===== src/hw/rtl/mte_pkg.sv =====
// Package for the multiset table engine: request opcodes, field widths,
// controller/datapath command and status structs. No dependencies.
package mte_pkg;

  localparam int CAPACITY_DEF = 64;
  localparam int OP_W         = 2;
  localparam int VAL_W        = 32;
  localparam int CNT_W        = 7;
  localparam int IN_TDATA_W   = 72;
  localparam int OUT_TDATA_W  = 8;

  localparam logic [CNT_W-1:0] COUNT_MAX = 7'd127;

  typedef enum logic [OP_W-1:0] {
    OP_INSERT  = 2'd0,
    OP_REMOVE  = 2'd1,
    OP_REPLACE = 2'd2,
    OP_SEARCH  = 2'd3
  } mte_op_t;

  typedef struct packed {
    logic clear;
    logic start;
    logic scan;
    logic respond;
  } mte_cmd_t;

  typedef struct packed {
    logic addr_last;
    logic out_free;
  } mte_sts_t;

endpackage


===== src/hw/rtl/mte_ctrl.sv =====
// Controller for the multiset table engine: clearing pass, request accept,
// table scan sequencing and result hand-off. Depends on mte_pkg.
module mte_ctrl (
  input  logic              clk,
  input  logic              rst_n,
  input  logic              in_tvalid,
  output logic              in_tready,
  input  mte_pkg::mte_sts_t sts,
  output mte_pkg::mte_cmd_t cmd
);

  typedef enum logic [2:0] {
    ST_CLEAR,
    ST_IDLE,
    ST_SCAN,
    ST_DRAIN,
    ST_RESP
  } state_t;

  state_t state_r;
  state_t state_nxt;

  always_comb begin
    state_nxt   = state_r;
    cmd         = '0;
    in_tready   = 1'b0;
    unique case (state_r)
      ST_CLEAR: begin
        cmd.clear = 1'b1;
        if (sts.addr_last) state_nxt = ST_IDLE;
      end
      ST_IDLE: begin
        in_tready = 1'b1;
        if (in_tvalid) begin
          cmd.start = 1'b1;
          state_nxt = ST_SCAN;
        end
      end
      ST_SCAN: begin
        cmd.scan = 1'b1;
        if (sts.addr_last) state_nxt = ST_DRAIN;
      end
      ST_DRAIN: begin
        state_nxt = ST_RESP;
      end
      ST_RESP: begin
        if (sts.out_free) begin
          cmd.respond = 1'b1;
          state_nxt   = ST_IDLE;
        end
      end
      default: begin
        state_nxt = ST_IDLE;
      end
    endcase
  end

  always_ff @(posedge clk) begin
    if (!rst_n) begin
      state_r <= ST_CLEAR;
    end else begin
      state_r <= state_nxt;
    end
  end

  a_accept_only_idle: assert property (@(posedge clk) disable iff (!rst_n)
    (in_tvalid && in_tready) |=> (state_r == ST_SCAN))
    else $error("request accepted without starting a scan");

  a_one_cmd: assert property (@(posedge clk) disable iff (!rst_n)
    $onehot0({cmd.clear, cmd.start, cmd.scan, cmd.respond}))
    else $error("more than one command issued");

  a_drain_to_resp: assert property (@(posedge clk) disable iff (!rst_n)
    (state_r == ST_DRAIN) |=> (state_r == ST_RESP))
    else $error("drain not followed by response");

endmodule


===== src/hw/rtl/mte_dpath.sv =====
// Datapath for the multiset table engine: slot memory with valid bit,
// scan address, read-modify-write stage, hit count and result register.
// Depends on mte_pkg.
module mte_dpath #(
  parameter int CAPACITY = mte_pkg::CAPACITY_DEF
) (
  input  logic                            clk,
  input  logic                            rst_n,
  input  mte_pkg::mte_cmd_t               cmd,
  output mte_pkg::mte_sts_t               sts,
  input  logic [mte_pkg::OP_W-1:0]        req_operation,
  input  logic signed [mte_pkg::VAL_W-1:0] req_key,
  input  logic signed [mte_pkg::VAL_W-1:0] req_new_value,
  output logic                            out_valid,
  input  logic                            out_ready,
  output logic                            out_success,
  output logic [mte_pkg::CNT_W-1:0]       out_match_count
);

  localparam int AW = (CAPACITY > 1) ? $clog2(CAPACITY) : 1;
  localparam int CW = $clog2(CAPACITY + 1);
  localparam int XW = (CW > mte_pkg::CNT_W) ? CW : mte_pkg::CNT_W;
  localparam int WW = mte_pkg::VAL_W + 1;

  logic [WW-1:0]                  mem_r [CAPACITY];
  logic [AW-1:0]                  addr_r;
  logic [AW-1:0]                  addr_nxt;
  logic                           rd_pend_r;
  logic [AW-1:0]                  rd_idx_r;
  logic [WW-1:0]                  rd_word_r;
  mte_pkg::mte_op_t               op_r;
  logic signed [mte_pkg::VAL_W-1:0] key_r;
  logic signed [mte_pkg::VAL_W-1:0] newv_r;
  logic [CW-1:0]                  hits_r;
  logic                           placed_r;
  logic                           out_valid_r;
  logic                           out_success_r;
  logic [mte_pkg::CNT_W-1:0]      out_count_r;

  logic                           hit;
  logic                           free;
  logic                           wr_en;
  logic [AW-1:0]                  wr_idx;
  logic [WW-1:0]                  wr_word;
  logic                           hit_inc;
  logic                           place;
  logic [XW-1:0]                  hits_x;
  logic [mte_pkg::CNT_W-1:0]      count_sat;
  logic                           res_success;
  logic [mte_pkg::CNT_W-1:0]      res_count;

  assign sts.addr_last = (addr_r == AW'(CAPACITY - 1));
  assign sts.out_free  = !out_valid_r || out_ready;
  assign addr_nxt      = sts.addr_last ? '0 : addr_r + AW'(1);

  assign hit  = rd_pend_r && rd_word_r[WW-1] && (rd_word_r[WW-2:0] == key_r);
  assign free = rd_pend_r && !rd_word_r[WW-1];

  always_comb begin
    wr_en   = 1'b0;
    wr_idx  = rd_idx_r;
    wr_word = '0;
    hit_inc = 1'b0;
    place   = 1'b0;
    if (cmd.clear) begin
      wr_en  = 1'b1;
      wr_idx = addr_r;
    end else begin
      unique case (op_r)
        mte_pkg::OP_INSERT: begin
          if (free && !placed_r) begin
            wr_en   = 1'b1;
            wr_word = {1'b1, key_r};
            place   = 1'b1;
          end
        end
        mte_pkg::OP_REMOVE: begin
          if (hit) begin
            wr_en   = 1'b1;
            wr_word = {1'b0, rd_word_r[WW-2:0]};
            hit_inc = 1'b1;
          end
        end
        mte_pkg::OP_REPLACE: begin
          if (hit) begin
            wr_en   = 1'b1;
            wr_word = {1'b1, newv_r};
            hit_inc = 1'b1;
          end
        end
        mte_pkg::OP_SEARCH: begin
          hit_inc = hit;
        end
        default: begin
          hit_inc = 1'b0;
        end
      endcase
    end
  end

  assign hits_x    = XW'(hits_r);
  assign count_sat = (hits_x > XW'(mte_pkg::COUNT_MAX)) ? mte_pkg::COUNT_MAX
                                                        : hits_x[mte_pkg::CNT_W-1:0];

  always_comb begin
    res_success = (hits_r != '0);
    res_count   = '0;
    case (op_r)
      mte_pkg::OP_INSERT: begin
        res_success = placed_r;
      end
      mte_pkg::OP_REMOVE, mte_pkg::OP_REPLACE: begin
        res_count = count_sat;
      end
      default: begin
        res_count = '0;
      end
    endcase
  end

  always_ff @(posedge clk) begin
    if (wr_en) mem_r[wr_idx] <= wr_word;
    rd_word_r <= mem_r[addr_r];
  end

  always_ff @(posedge clk) begin
    if (cmd.start) begin
      op_r   <= mte_pkg::mte_op_t'(req_operation);
      key_r  <= req_key;
      newv_r <= req_new_value;
    end
    if (cmd.scan) rd_idx_r <= addr_r;
    if (cmd.respond) begin
      out_success_r <= res_success;
      out_count_r   <= res_count;
    end
  end

  always_ff @(posedge clk) begin
    if (!rst_n) begin
      addr_r      <= '0;
      rd_pend_r   <= 1'b0;
      hits_r      <= '0;
      placed_r    <= 1'b0;
      out_valid_r <= 1'b0;
    end else begin
      rd_pend_r <= cmd.scan;
      if (cmd.start) begin
        addr_r   <= '0;
        hits_r   <= '0;
        placed_r <= 1'b0;
      end else begin
        if (cmd.clear || cmd.scan) addr_r <= addr_nxt;
        hits_r <= hits_r + CW'(hit_inc);
        if (place) placed_r <= 1'b1;
      end
      if (cmd.respond) begin
        out_valid_r <= 1'b1;
      end else if (out_ready) begin
        out_valid_r <= 1'b0;
      end
    end
  end

  assign out_valid       = out_valid_r;
  assign out_success     = out_success_r;
  assign out_match_count = out_count_r;

  a_hits_bound: assert property (@(posedge clk) disable iff (!rst_n)
    hits_r <= CW'(CAPACITY))
    else $error("hit count beyond table size");

  a_place_insert_only: assert property (@(posedge clk) disable iff (!rst_n)
    placed_r |-> (op_r == mte_pkg::OP_INSERT))
    else $error("slot placed by a non-insert request");

  a_write_after_read: assert property (@(posedge clk) disable iff (!rst_n)
    (wr_en && !cmd.clear) |-> rd_pend_r)
    else $error("slot write without a pending read");

  a_respond_loads: assert property (@(posedge clk) disable iff (!rst_n)
    cmd.respond |=> out_valid_r)
    else $error("result not presented after respond");

endmodule


===== src/hw/rtl/multiset_table_engine.sv =====
// Multiset table engine: one request is accepted in the idle cycle, then the
// table is scanned one slot per cycle; the result is loaded into the output
// register after a drain state, and no new request is taken until it is loaded.
// The output register lets a result wait while the next request is accepted.
// Synchronous active-low reset starts a clearing pass over the slot memory;
// in_tready stays low until it ends.
module multiset_table_engine #(
  parameter int CAPACITY = mte_pkg::CAPACITY_DEF
) (
  input  logic                             clk,
  input  logic                             rst_n,
  input  logic                             in_tvalid,
  output logic                             in_tready,
  // [1:0] operation, [33:2] key, [65:34] new_value, [71:66] zero
  input  logic [mte_pkg::IN_TDATA_W-1:0]   in_tdata,
  output logic                             out_tvalid,
  input  logic                             out_tready,
  // [0] success, [7:1] match_count
  output logic [mte_pkg::OUT_TDATA_W-1:0]  out_tdata
);

  mte_pkg::mte_cmd_t                 cmd;
  mte_pkg::mte_sts_t                 sts;
  logic                              res_success;
  logic [mte_pkg::CNT_W-1:0]         res_count;
  logic [mte_pkg::OP_W-1:0]          req_operation;
  logic signed [mte_pkg::VAL_W-1:0]  req_key;
  logic signed [mte_pkg::VAL_W-1:0]  req_new_value;

  assign req_operation = in_tdata[mte_pkg::OP_W-1:0];
  assign req_key       = in_tdata[mte_pkg::OP_W +: mte_pkg::VAL_W];
  assign req_new_value = in_tdata[mte_pkg::OP_W + mte_pkg::VAL_W +: mte_pkg::VAL_W];

  mte_ctrl u_ctrl (
    .clk       (clk),
    .rst_n     (rst_n),
    .in_tvalid (in_tvalid),
    .in_tready (in_tready),
    .sts       (sts),
    .cmd       (cmd)
  );

  mte_dpath #(
    .CAPACITY (CAPACITY)
  ) u_dpath (
    .clk             (clk),
    .rst_n           (rst_n),
    .cmd             (cmd),
    .sts             (sts),
    .req_operation   (req_operation),
    .req_key         (req_key),
    .req_new_value   (req_new_value),
    .out_valid       (out_tvalid),
    .out_ready       (out_tready),
    .out_success     (res_success),
    .out_match_count (res_count)
  );

  assign out_tdata = {res_count, res_success};

endmodule


===== config.mk =====
export PLATFORM = sky130hd
export DESIGN_NAME = multiset_table_engine
export DESIGN_NICKNAME = d
export VERILOG_FILES = /design/src/hw/rtl/mte_pkg.sv /design/src/hw/rtl/mte_ctrl.sv /design/src/hw/rtl/mte_dpath.sv /design/src/hw/rtl/multiset_table_engine.sv
export SDC_FILE = /design/constraint.sdc
export NUM_CORES = 2
export LEC_CHECK = 0
export ABC_AREA = 1
export BUFFER_PORTS_ARGS = -buffer_cell sky130_fd_sc_hd__buf_4
export CAP_MARGIN = 20
export CORE_UTILIZATION = 30
export DETAILED_ROUTE_END_ITERATION = 8
export GPL_TIMING_DRIVEN = 0
export PLACE_DENSITY = 0.56
export SETUP_SLACK_MARGIN = 0.5
export SYNTH_ARGS = -nofsm -noshare
export SYNTH_HDL_FRONTEND = slang
export SYNTH_HIERARCHICAL = 1
export SYNTH_SLANG_ARGS = --single-unit

===== constraint.sdc =====
create_clock -name clk -period 6.05 [get_ports clk]
set_input_delay 0.9075 -clock clk [delete_from_list [all_inputs] [get_ports clk]]
set_output_delay 0.9075 -clock clk [all_outputs]
set_load 0.02 [all_outputs]

# Yosys cells after proc, flatten, opt, wreduce, memory -nomap -nowiden
# Memory sizes are Yosys's and may differ from the RTL's. A register that Yosys moved wholly into a read port is not among the register bits.
# Cells that the tools add are included.
word_totals:
  elab_cells: 79
  output_inout_bits: 10
  mem_bits_rw: 2112
  n_memories: 1
  reg_bits: 99
classes:
  addsub: 2
  reduce_logical: 16
  magnitude_cmp: 1
  bitwise: 1
  eq_ne: 13
  muxes: 33
mem_list:
  columns: ["memory", "words", "word_bits", "read_ports", "rd_clocked_by_memory_dff", "wr", "line", "text"]
  rows:
  - ["u_dpath.mem_r", 64, 33, 1, 1, 1, "mte_dpath.sv:25", "logic [WW-1:0] mem_r [CAPACITY];"]
op_table:
  columns: ["operator", "n"]
  rows:
  - ["$mux W33", 3]
  - ["$pmux W33 S3", 1]
  - ["$eq A32 B32 Y1", 1]
  - ["$mux W32", 1]
  - ["$mux W1", 18]
  - ["$pmux W3 S5", 1]
  - ["$mux W3", 4]
  - ["$mux W6", 2]
  - ["$add A7 B1 Y7", 1]
  - ["$gt A7 B7 Y1 const B", 1]
  - ["$mux W7", 1]
  - ["$reduce_bool A7 Y1", 1]
  - ["$add A6 B1 Y6 const B", 1]
  - ["$eq A3 B2 Y1 const B", 2]
  - ["$eq A6 B6 Y1 const B", 1]
  - ["$eq A2 B2 Y1 const B", 2]
  - ["$logic_and A1 B1 Y1", 4]
  - ["$ne A2 B1 Y1 const B", 2]
  - ["$ne A2 B2 Y1 const B", 2]
  - ["$pmux W1 S2", 2]
  - ["$reduce_and A4 Y1", 1]
  - ["$reduce_or A2 Y1", 2]
  - ["$eq A3 B1 Y1 const B", 1]
  - ["$eq A3 B3 Y1 const B", 1]
  - ["other kinds (7)", 10]

# Logic depth before layout (Yosys ltp)
depth:
  depth_word: 8
  ltp_mapped: 18
  depth_no_buf: 18

# By module
# The synthesis kept the hierarchy.
by_module_without_submodules:
  columns: ["module", "cells_each", "n_inst", "seq_area_each_um2", "area_per_inst_um2"]
  rows:
  - ["mte_dpath", 7104, 1, 66804.1, 89410.8]
  - ["mte_ctrl", 34, 1, 60.1, 209.0]
  - ["multiset_table_engine", 1, 1, 0.0, 7.5]

# Worst setup path after synthesis
# OpenSTA, ideal clock, no wires.
synth_path:
  path_type: "input to register"
  start: "in in_tvalid"
  end: "reg u_dpath.addr_r[2]"
  required_time_ns: 5.922
  path_stages: 5
  path_buffers: 0
  t_arrival_ns: 4.570
  setup_slack_ns: 1.352
  setup_ns: 0.128
  path_cell_list: "inv_1 -> nor2_1 -> nor2_1 -> inv_1 -> nor3_1"
synth_lines:
  columns: ["item", "line", "text"]
  rows:
  - ["from (decl)", "multiset_table_engine.sv:12", "input logic in_tvalid,"]
  - ["to (signal assigned)", "mte_dpath.sv:153", "if (cmd.clear || cmd.scan) addr_r <= addr_nxt;"]
  - ["to (decl)", "mte_dpath.sv:26", "logic [AW-1:0] addr_r;"]

# Worst setup path after layout
layout_path:
  start: "reg u_dpath.addr_r[1]"
  end: "mem u_dpath/mem_r[21][21] (netlist bit), enable pin"
layout_via:
  elab_chain_cells: 1
layout_rtl:
  columns: ["item", "line", "text"]
  rows:
  - ["$mux W6", "mte_dpath.sv:65", "if (cmd.clear) begin"]
  - ["to (decl)", "mte_dpath.sv:25", null]
# No other way between the ends.

==> results.cfg <==
[synth]
ys_warn_count = 6
synth.most_common_cell = edfxtp_1
synth_simple_gate_area_frac = 0.113
syn_avg_cell_area_um2 = 12.6
synthTopCellsByCount = edfxtp_1 (2192), nor2_1 (1121), o21ai_0 (988)
synth-compound-area-share = 0.106
synth_ff_type = edfxtp_1
syn_nets = 7222
post-synth-top-area-fraction = 0.734
synthesis.area_um2 = 89600
synth-xor-area-share = 0.000293
synth-edff-count = 2192
synth_cells = 7139
synthTopCellsByArea = edfxtp_1 (73%), o21ai_0 (5.5%), nor2_1 (4.7%)
ys_seq_elements = 2244
ys_types = 40
synth_top_family_by_area = simple AND/OR/NAND/NOR gates
synthMuxAreaShare = 0
synthAdderAreaFrac = 0.000977
async_flop_share = 0
yosys.area.top_type = edfxtp_1
yosysSeqAreaShare = 0.746

[grt]
grt_pass1_vias = 60700
grt_pass1_wl_mm = 495
grt_start_max_net_pins = 65
grt_overflow = 0
antenna_found_initial = 19
grt_usage = 0.236

[routing]
ant_nets = 0
firstDrtPassIters = 7
wirelength_mm = 366
viasPerCell = 5.63
via_count = 66300
drtIter0Drc = 11600
drc_errors = 0
routedWlPerCell_um = 31.1

[job]
drv_cap = 0

[final_layout]
multi_input_area_um2 = 20600
drive_above_1_share = 0.116
nets = 7720
n_fill_cell = 28500
instances_no_fill = 11800
seqCellArea_um2 = 66900
area_growth_pct = 20.1
fin_area_um2 = 108000

[clock_tree]
post_cts_buffers = 0
hold_buffers = 0
cts_num_sinks = 2244
clk_path_buf_depth = 3
cts-root-buf = clkbuf_16
cts_buffers = 226
ctsResizeCount = 0
cts_tree = done
clk_latency_ns = 0.90
clk_pin_slew_ns = 0.06
htree_num_levels = 4

[placement]
port_buffers = 79
gp_congestion = 0.981
dpl_cell_area_um2 = 100000
dpl.hpwl_mm = 254
dp.cells = 11300
dp_slack_ns = 1.83

[hold_path]
hold_depth = 1
holdCritStartpoint = in_tdata[23]
hold_path.class = primary input to register
hold_end = u_dpath/key_r[21]

[timing]
period_share = 0.733
slew_headroom = 0.129
rsz0062_at_grt = no
fmax_mhz = 225
slew_viol_final = 0
finClkSkew_ns = 0.0616
post-route-min-period_ns = 4.44
setup_ws_ns = 1.61
tightest_slew_ns = 1.31
finalHoldViolations = 0
setup_viol = 0
setup-tns-final_ns = 0

[setup_path]
reg2regPathDepth = 11
crit_required_ns = 6.61
cp-start-kind = register
r2r-start = u_dpath/addr_r[1]
reg2reg_to = u_dpath/mem_r[21][21]
worstPathMaxFanout = 16
worst_setup_path_end_kind = register
path_class = register to register
r2r_slack_ns = 1.61
crit_arrival_ns = 4.99

[floorplanning]
die-area_um2 = 301000
io_pins = 86
core_area_um2 = 297000
initial_utilization = 0.302
die_y_um = 549
die_x_um = 549
rows = 200

[power_and_ir_drop]
finalPower_mw = 34.4
cellPowerDensity_nw_per_um2 = 320
p_leak_nw = 31.8
vdd_ir_drop_max_mv = 0.332

[outcome]
status = complete, no violations
[metal layers]
layer,vias up,wire (um),GRT usage
met4,8,24000,0.135
met5,-,123,0.00190
met1,33300,139000,0.318
met2,5018,154000,0.343
li1,27200,-,-
met3,807,49900,0.0629
[layout by cell type (no fill, tap or decap), types with 24 or more instances in the layout]
| master | n |
|---|---|
| inv_1 | 111 |
| nand2_1 | 877 |
| clkinv_2 | 46 |
| buf_4 | 114 |
| bufinv_16 | 24 |
| a21oi_1 | 65 |
| clkbuf_1 | 317 |
| buf_12 | 109 |
| dfxtp_1 | 52 |
| nand3_1 | 380 |
| o21ai_0 | 988 |
| nor2_1 | 1119 |
| edfxtp_1 | 2192 |
| nand4_1 | 58 |
| o22ai_1 | 520 |
| a21oi_4 | 65 |
| clkinv_1 | 52 |
| buf_6 | 44 |
| buf_2 | 106 |
| buf_16 | 66 |
| o21ai_1 | 112 |
| clkbuf_16 | 227 |
| buf_1 | 32 |
[stage by stage]
stage,utilization,hold WS [ns]
after global routing,0.362,0.166
after detailed placement,0.337,0.423
after global placement,0.320,0.410
after CTS,0.362,0.142
final,0.362,0.199
after floorplan,-,0.403
[how the worst max path moves through the flow]
stage                            startpoint               endpoint  slack (ns)  cells past startpoint
after global routing      u_dpath/addr_r[1]  u_dpath/mem_r[21][21]        1.62                     11
after CTS                 u_dpath/addr_r[1]  u_dpath/mem_r[21][21]        1.76                     11
after global placement    u_dpath/key_r[16]    u_dpath/mem_r[4][6]       -3.11                      7
after floorplan                   in_tvalid      u_dpath/addr_r[2]        1.35                      5
final                     u_dpath/addr_r[1]  u_dpath/mem_r[21][21]        1.61                     11
after detailed placement  u_dpath/addr_r[1]  u_dpath/mem_r[21][20]        1.83                     11
[logic make-up after synthesis]
group / after synthesis
compound gates: 1764
xor+xnor: 3
fa+ha+maj: 7
buf+inv: 638
flops: 2244
simple gates: 2483
[flip-flops by register name (all words and copies together) (netlist names)]
register / count
u_dpath/rd_idx_r: 6
u_dpath/key_r: 32
u_dpath/placed_r: 1
u_dpath/out_valid: 1
u_dpath/out_success: 1
u_ctrl/state_r: 3
u_dpath/op_r: 2
u_dpath/mem_r: 2112
u_dpath/hits_r: 7
u_dpath/addr_r: 6
u_dpath/newv_r: 32
u_dpath/out_match_count: 7
u_dpath/rd_pend_r: 1
u_dpath/rd_word_r: 33
[worst max-delay path: stages (launching register included)]
cell,delay (ns)
dfxtp_1,0.33
buf_2,0.28
inv_2,0.36
buf_2,0.51
nand2_1,0.08
o21ai_0,0.16
nand2_1,0.14
nor2_1,0.70
nand2_1,0.25
a21oi_4,0.76
buf_12,0.28
buf_16,0.18
[power by group]
group / internal, mW / switching, mW
combinational: 0.787 / 2.53
sequential: 17.0 / 0.0868
clock: 7.91 / 6.13
total: 25.7 / 8.74
[final cells by class]
cell class	instances	share of cell area
sequential	2244	0.621
buffer	496	0.0233
inverter	142	0.00537
multi-input combinational	4257	0.191
clock inverter	148	0.0139
clock buffer	272	0.0543
timing repair buffer	270	0.0446
antenna	6	0.000139
tap	3939	0.0458
Power figures use the tool's default switching activity.
